`config.mk`:
```
export PLATFORM = sky130hd
export DESIGN_NAME = sfr_cell
export DESIGN_NICKNAME = d
export VERILOG_FILES = /design/src/rtl/core/sfr_pkg.sv /design/src/rtl/core/sfr_cell.sv
export SDC_FILE = /design/constraint.sdc
export NUM_CORES = 1
export LEC_CHECK = 0
export ABC_AREA = 1
export BUFFER_PORTS_ARGS = -buffer_cell sky130_fd_sc_hd__buf_4
export CAP_MARGIN = 20
export CORE_UTILIZATION = 35
export CTS_BUF_LIST = sky130_fd_sc_hd__clkbuf_2 sky130_fd_sc_hd__clkbuf_4 sky130_fd_sc_hd__clkbuf_8
export CTS_CLUSTER_SIZE = 25
export DETAILED_ROUTE_END_ITERATION = 12
export SYNTH_ARGS = -nofsm -noshare
export SYNTH_HDL_FRONTEND = slang
export SYNTH_SLANG_ARGS = --single-unit
```
`constraint.sdc`:
```
create_clock -name clk -period 5.8 [get_ports clk]
set_input_delay 1.16 -clock clk [delete_from_list [all_inputs] [get_ports clk]]
set_output_delay 1.16 -clock clk [all_outputs]
set_load 0.005 [all_outputs]
```
`src/rtl/core/sfr_pkg.sv`:
```
`default_nettype none

package sfr_pkg;

	localparam int INPUT_BITS = 16;
	localparam int FRAC_BITS  = 32;
	localparam int INT_PAIRS  = (INPUT_BITS + 1) / 2;
	localparam int STEPS      = INT_PAIRS + FRAC_BITS;
	localparam int PAD_W      = 2 * INT_PAIRS;
	localparam int ROOT_W     = STEPS;
	localparam int REM_W      = STEPS + 1;
	localparam int ACC_W      = REM_W + 2;

	// partial root, partial remainder, and the radicand bits not yet consumed
	typedef struct packed {
		logic [ROOT_W-1:0] root;
		logic [REM_W-1:0]  rem;
		logic [PAD_W-1:0]  n;
	} cell_data_t;

endpackage

`default_nettype wire

```
`src/rtl/core/sfr_cell.sv`:
```
`default_nettype none

module sfr_cell (
	input  wire logic               clk,
	input  wire logic               arst_n,
	input  wire logic               in_valid,
	output logic                    in_ready,
	input  wire sfr_pkg::cell_data_t in_data,
	output logic                    out_valid,
	input  wire logic               out_ready,
	output sfr_pkg::cell_data_t     out_data
);
	import sfr_pkg::*;

	logic                valid_q;
	cell_data_t          data_q;
	cell_data_t          next_data;
	logic [ACC_W-1:0]    acc;
	logic [ACC_W-1:0]    trial;
	logic [ACC_W:0]      diff;

	// one restoring step: bring down the top radicand pair, try 4*root+1
	always_comb begin
		acc   = {in_data.rem, in_data.n[PAD_W-1 -: 2]};
		trial = {1'b0, in_data.root, 2'b01};
		diff  = {1'b0, acc} - {1'b0, trial};
		next_data.n = {in_data.n[PAD_W-3:0], 2'b00};
		if (!diff[ACC_W]) begin
			next_data.rem  = diff[REM_W-1:0];
			next_data.root = {in_data.root[ROOT_W-2:0], 1'b1};
		end else begin
			next_data.rem  = acc[REM_W-1:0];
			next_data.root = {in_data.root[ROOT_W-2:0], 1'b0};
		end
	end

	// a stage takes a new beat when empty or when its own beat moves on
	assign in_ready = !valid_q || out_ready;

	always_ff @(posedge clk or negedge arst_n) begin
		if (!arst_n) begin
			valid_q <= 1'b0;
		end else if (in_ready) begin
			valid_q <= in_valid;
		end
	end

	always_ff @(posedge clk) begin
		if (in_ready && in_valid) begin
			data_q <= next_data;
		end
	end

	assign out_valid = valid_q;
	assign out_data  = data_q;

endmodule

`default_nettype wire

```
== After elaboration in Yosys (flattened, before gate mapping) ==
Index checks and enable logic that the tools add are counted.

* Register bits after elaboration: 96
* Output and inout port bits: 99
* Bits of input ports: 101

* Reduce and logical (&&, ||, !) cells: 3
* Multiplexer cells: 1
* Add/sub/neg operators: 1

{| class="wikitable"
|+ Operator list
! cell !! count
|-
| 43-bit by 42-bit subtractor with 44-bit output || 1
|-
| 42-bit two-way mux || 1
|-
| 1-bit logical AND || 1
|-
| 1-bit zero test || 1
|-
| 1-bit logical OR || 1
|}

== Longest topological paths before layout ==
* Word-level depth: 3
* Mapped depth: 17
* Mapped depth without buffers: 15

== Least setup slack after synthesis ==
No wires, ideal clock.

* Kind: input to register
* Start point: in in_valid
* End point: reg data_q (netlist bit out_data[10]), enable pin
* Setup time: 580 ps
* Slack: -569 ps
* Stages: 2
* Arrival time: 5789 ps
* Data required time: 5220 ps
* Cell sequence: inv_1 > a21oi_1

* Longest elaborated chain between the ends: 1

{| class="wikitable"
|+ Ends and longest elaborated chain
! item !! line !! text
|-
| start, declared || sfr_cell.sv:6 || <nowiki>input wire logic in_valid,</nowiki>
|-
| 1-bit logical AND || sfr_cell.sv:49 || <nowiki>if (in_ready && in_valid) begin</nowiki>
|-
| end signal, assigned || sfr_cell.sv:50 || <nowiki>data_q <= next_data;</nowiki>
|-
| end, declared || sfr_cell.sv:16 || <nowiki>cell_data_t data_q;</nowiki>
|}

No other way between the ends.
A chain may end at the register's enable or synchronous reset.

==> impl_metrics.json <==
{
  "htreeDepth": 3,
  "fill_cells": 2069,
  "max_freq_mhz": 275,
  "synthesis.area_sq_mm": 0.00699,
  "drt_iter0_markers": 359,
  "seq_area_sq_mm": 0.00288,
  "ant_nets": 0,
  "hold_path_class": "in2async",
  "dpl.hpwl_um": 16000,
  "r2r_start": "out_valid$_DFFE_PN0N_",
  "slew_headroom_pct": 66.1,
  "startpoint": "in_data[46]",
  "postSynthAreaPerCell_sq_um": 7.63,
  "dr.pass1.iters": 6,
  "r2r-end": "out_data[23]$_DFFE_PP_",
  "crit_buf_inv": 2,
  "gp_congestion": 0.944,
  "start_kind": "input pin",
  "grt.total_usage_pct": 19.2,
  "routedWlPerCell_um": 14.2,
  "vias": 6269,
  "placementRows": 51,
  "antenna_found_initial": 0,
  "cpPeakStageDelay_ns": 0.49,
  "crit_chain": "buf_4 > ha_1 > a21oi_1 > nor2_1 > nor2_1 > a21oi_2 > nor2_4 > nand3_4 > buf_4 > nor2_1 > a21oi_2",
  "tns_ns": 0,
  "synth_edf_count": 95,
  "synth_largest_area_cell": "edfxtp_1",
  "skew_ns": 0.0214,
  "rsz0062_at_grt": "false",
  "finalCritPeriodShare_pct": 62.6,
  "ys_seq_area_share_pct": 41.2,
  "ctsHoldBuffers": 0,
  "synth_top_area_share_pct": 40.8,
  "clkLatencyLatePin_ns": 0.40,
  "die_h_um": 143,
  "cpLargestDelayFamily": "simple AND/OR/NAND/NOR gates",
  "post-route-min-period_ns": 3.63,
  "critical_path_required_ns": 5.94,
  "die_w_um": 143,
  "grt-ovfl-total": 0,
  "grt_pass1_vias": 5908,
  "clock-root-buffer": "clkbuf_8",
  "yosys_warnings": 0,
  "multi_input_area_sq_mm": 0.00334,
  "path_common_cell": "nor2_1",
  "arrival_ns": 3.77,
  "reg2regPathDepth": 2,
  "io_buffers": 197,
  "drt-total-wl_um": 19700,
  "peakVddDrop_uv": 132,
  "initial_core_util_pct": 35.8,
  "core_area_sq_mm": 0.0195,
  "area_delta_synth_final_pct": 27.9,
  "worstMarginPinSlew_ns": 0.509,
  "drv_cap": 0,
  "clkTransAtPathRegs_ns": 0.12,
  "nets": 1258,
  "crit_type": "in2reg",
  "cts.sinks": 96,
  "status": "finished, final reports clean",
  "rrSetupSlack_ns": 4.29,
  "n_antenna_cell": 0,
  "tritoncts": "built",
  "die_area_sq_mm": 0.0205,
  "yosysMostFrequentCell": "nand2_1",
  "synthArstFlopShare_pct": 1.04,
  "ios": 200,
  "cp.depth": 11,
  "synthTopCellsByArea": "edfxtp_1 (41%), nand2_1 (15%), inv_1 (9.7%)",
  "power_mw": 1.90,
  "syn_inst": 917,
  "setup_viol": 0,
  "vias_per_cell": 4.52,
  "clockBufferDepth": 2,
  "cpMaxStageDelayCell": "nand3_4",
  "cts-resized-gates": 0,
  "drive_gt1_share_pct": 24.5,
  "cp-endpoint": "out_data[39]$_DFFE_PP_",
  "cts_setup_buffers": 0,
  "drcViolationCount": 0,
  "synth_ff_type": "edfxtp_1",
  "ys_types": 37,
  "fin_hold_ws_ns": 0.501,
  "final_max_slew_viol_count": 0,
  "grt_start_max_net_pins": 64,
  "ys_ff_latch": 96,
  "hold_viol": 0,
  "leakagePower_nw": 4.50,
  "ys_top_cells_by_count": "nand2_1 (286), inv_1 (180), nor2_1 (99), edfxtp_1 (95), nand3_1 (43)",
  "cts_buffers": 9,
  "pwr_density_cell_mw_per_mm2": 213,
  "grt_pass1_wl_um": 30100,
  "path_max_fanout": 36,
  "end_kind": "flip-flop"
}
==> logic make-up after synthesis <==
family	after synthesis	synth area share (%)
AOI/OAI and AO/OA	73	6.82
other	1	0.0536
DFF	96	41.2
buffers and inverters	195	11.3
and+or+nand+nor	488	30.4
adders and majority gates	41	7.34
xor gates and xnor gates	23	2.88
==> routing by layer <==
metal | GRT usage (%) | share of wire, % | up-vias
met5 | 0 | 0 | -
met2 | 31.0 | 46 | 173
li1 | - | - | 3285
met1 | 26.3 | 47 | 2799
met3 | 3.80 | 6.0 | 12
met4 | 4.42 | 0.84 | 0
==> flip-flops by register name, summed over array words and instances, names as in the netlist <==
| name | cells |
|---|---|
| out_data | 95 |
| out_valid | 1 |
==> where the power goes <==
part / internal (mW) / switching, mW / leakage, nW
Sequential: 0.835 / 0.0140 / 0.913
Clock: 0.166 / 0.286 / 0.0980
Combinational: 0.256 / 0.346 / 3.48
Total: 1.26 / 0.645 / 4.50
==> placed cells by master, fill, tap and decap left out, types with 17 or more instances in the layout <==
master / count
nand3_1: 43
nor2_1: 99
a21oi_2: 27
a21oi_1: 30
ha_1: 41
buf_4: 198
nand4_1: 17
nand2_1: 286
inv_1: 180
edfxtp_1: 95
xnor2_1: 19
==> area by class of cell <==
| type | count | area share (%) |
|---|---|---|
| well taps | 265 | 3.71 |
| inverters | 182 | 7.64 |
| repair buffers | 200 | 17.1 |
| clock inverters | 7 | 0.700 |
| flip-flops and latches | 96 | 32.2 |
| multi-input cells | 627 | 37.3 |
| clock buffers | 9 | 1.39 |
==> worst min path at each step <==
stage / from / to / cells after the start
6_report: arst_n / out_valid$_DFFE_PN0N_ / 1
5_1_grt: arst_n / out_valid$_DFFE_PN0N_ / 1
4_1_cts: arst_n / out_valid$_DFFE_PN0N_ / 1
3_5_place_dp: out_valid$_DFFE_PN0N_ / out_valid$_DFFE_PN0N_ / 2
3_3_place_gp: out_valid$_DFFE_PN0N_ / out_valid$_DFFE_PN0N_ / 2
2_1_floorplan: out_valid$_DFFE_PN0N_ / out_valid$_DFFE_PN0N_ / 2
==> per-stage QoR <==
| stage | area, sq um | cells | worst slack [ns] | utilization [%] |
|---|---|---|---|---|
| floorplan | 7000 | 918 | 1.38 | - |
| global placement | 8740 | 1369 | 1.75 | 44.7 |
| detailed placement | 8760 | 1370 | 1.75 | 44.8 |
| CTS | 8940 | 1386 | 2.19 | 45.8 |
| global route | 8940 | 1386 | 1.95 | 45.8 |
| finish | 8940 | 1386 | 2.17 | 45.8 |
Note: power is estimated with default switching activity, not from simulation.
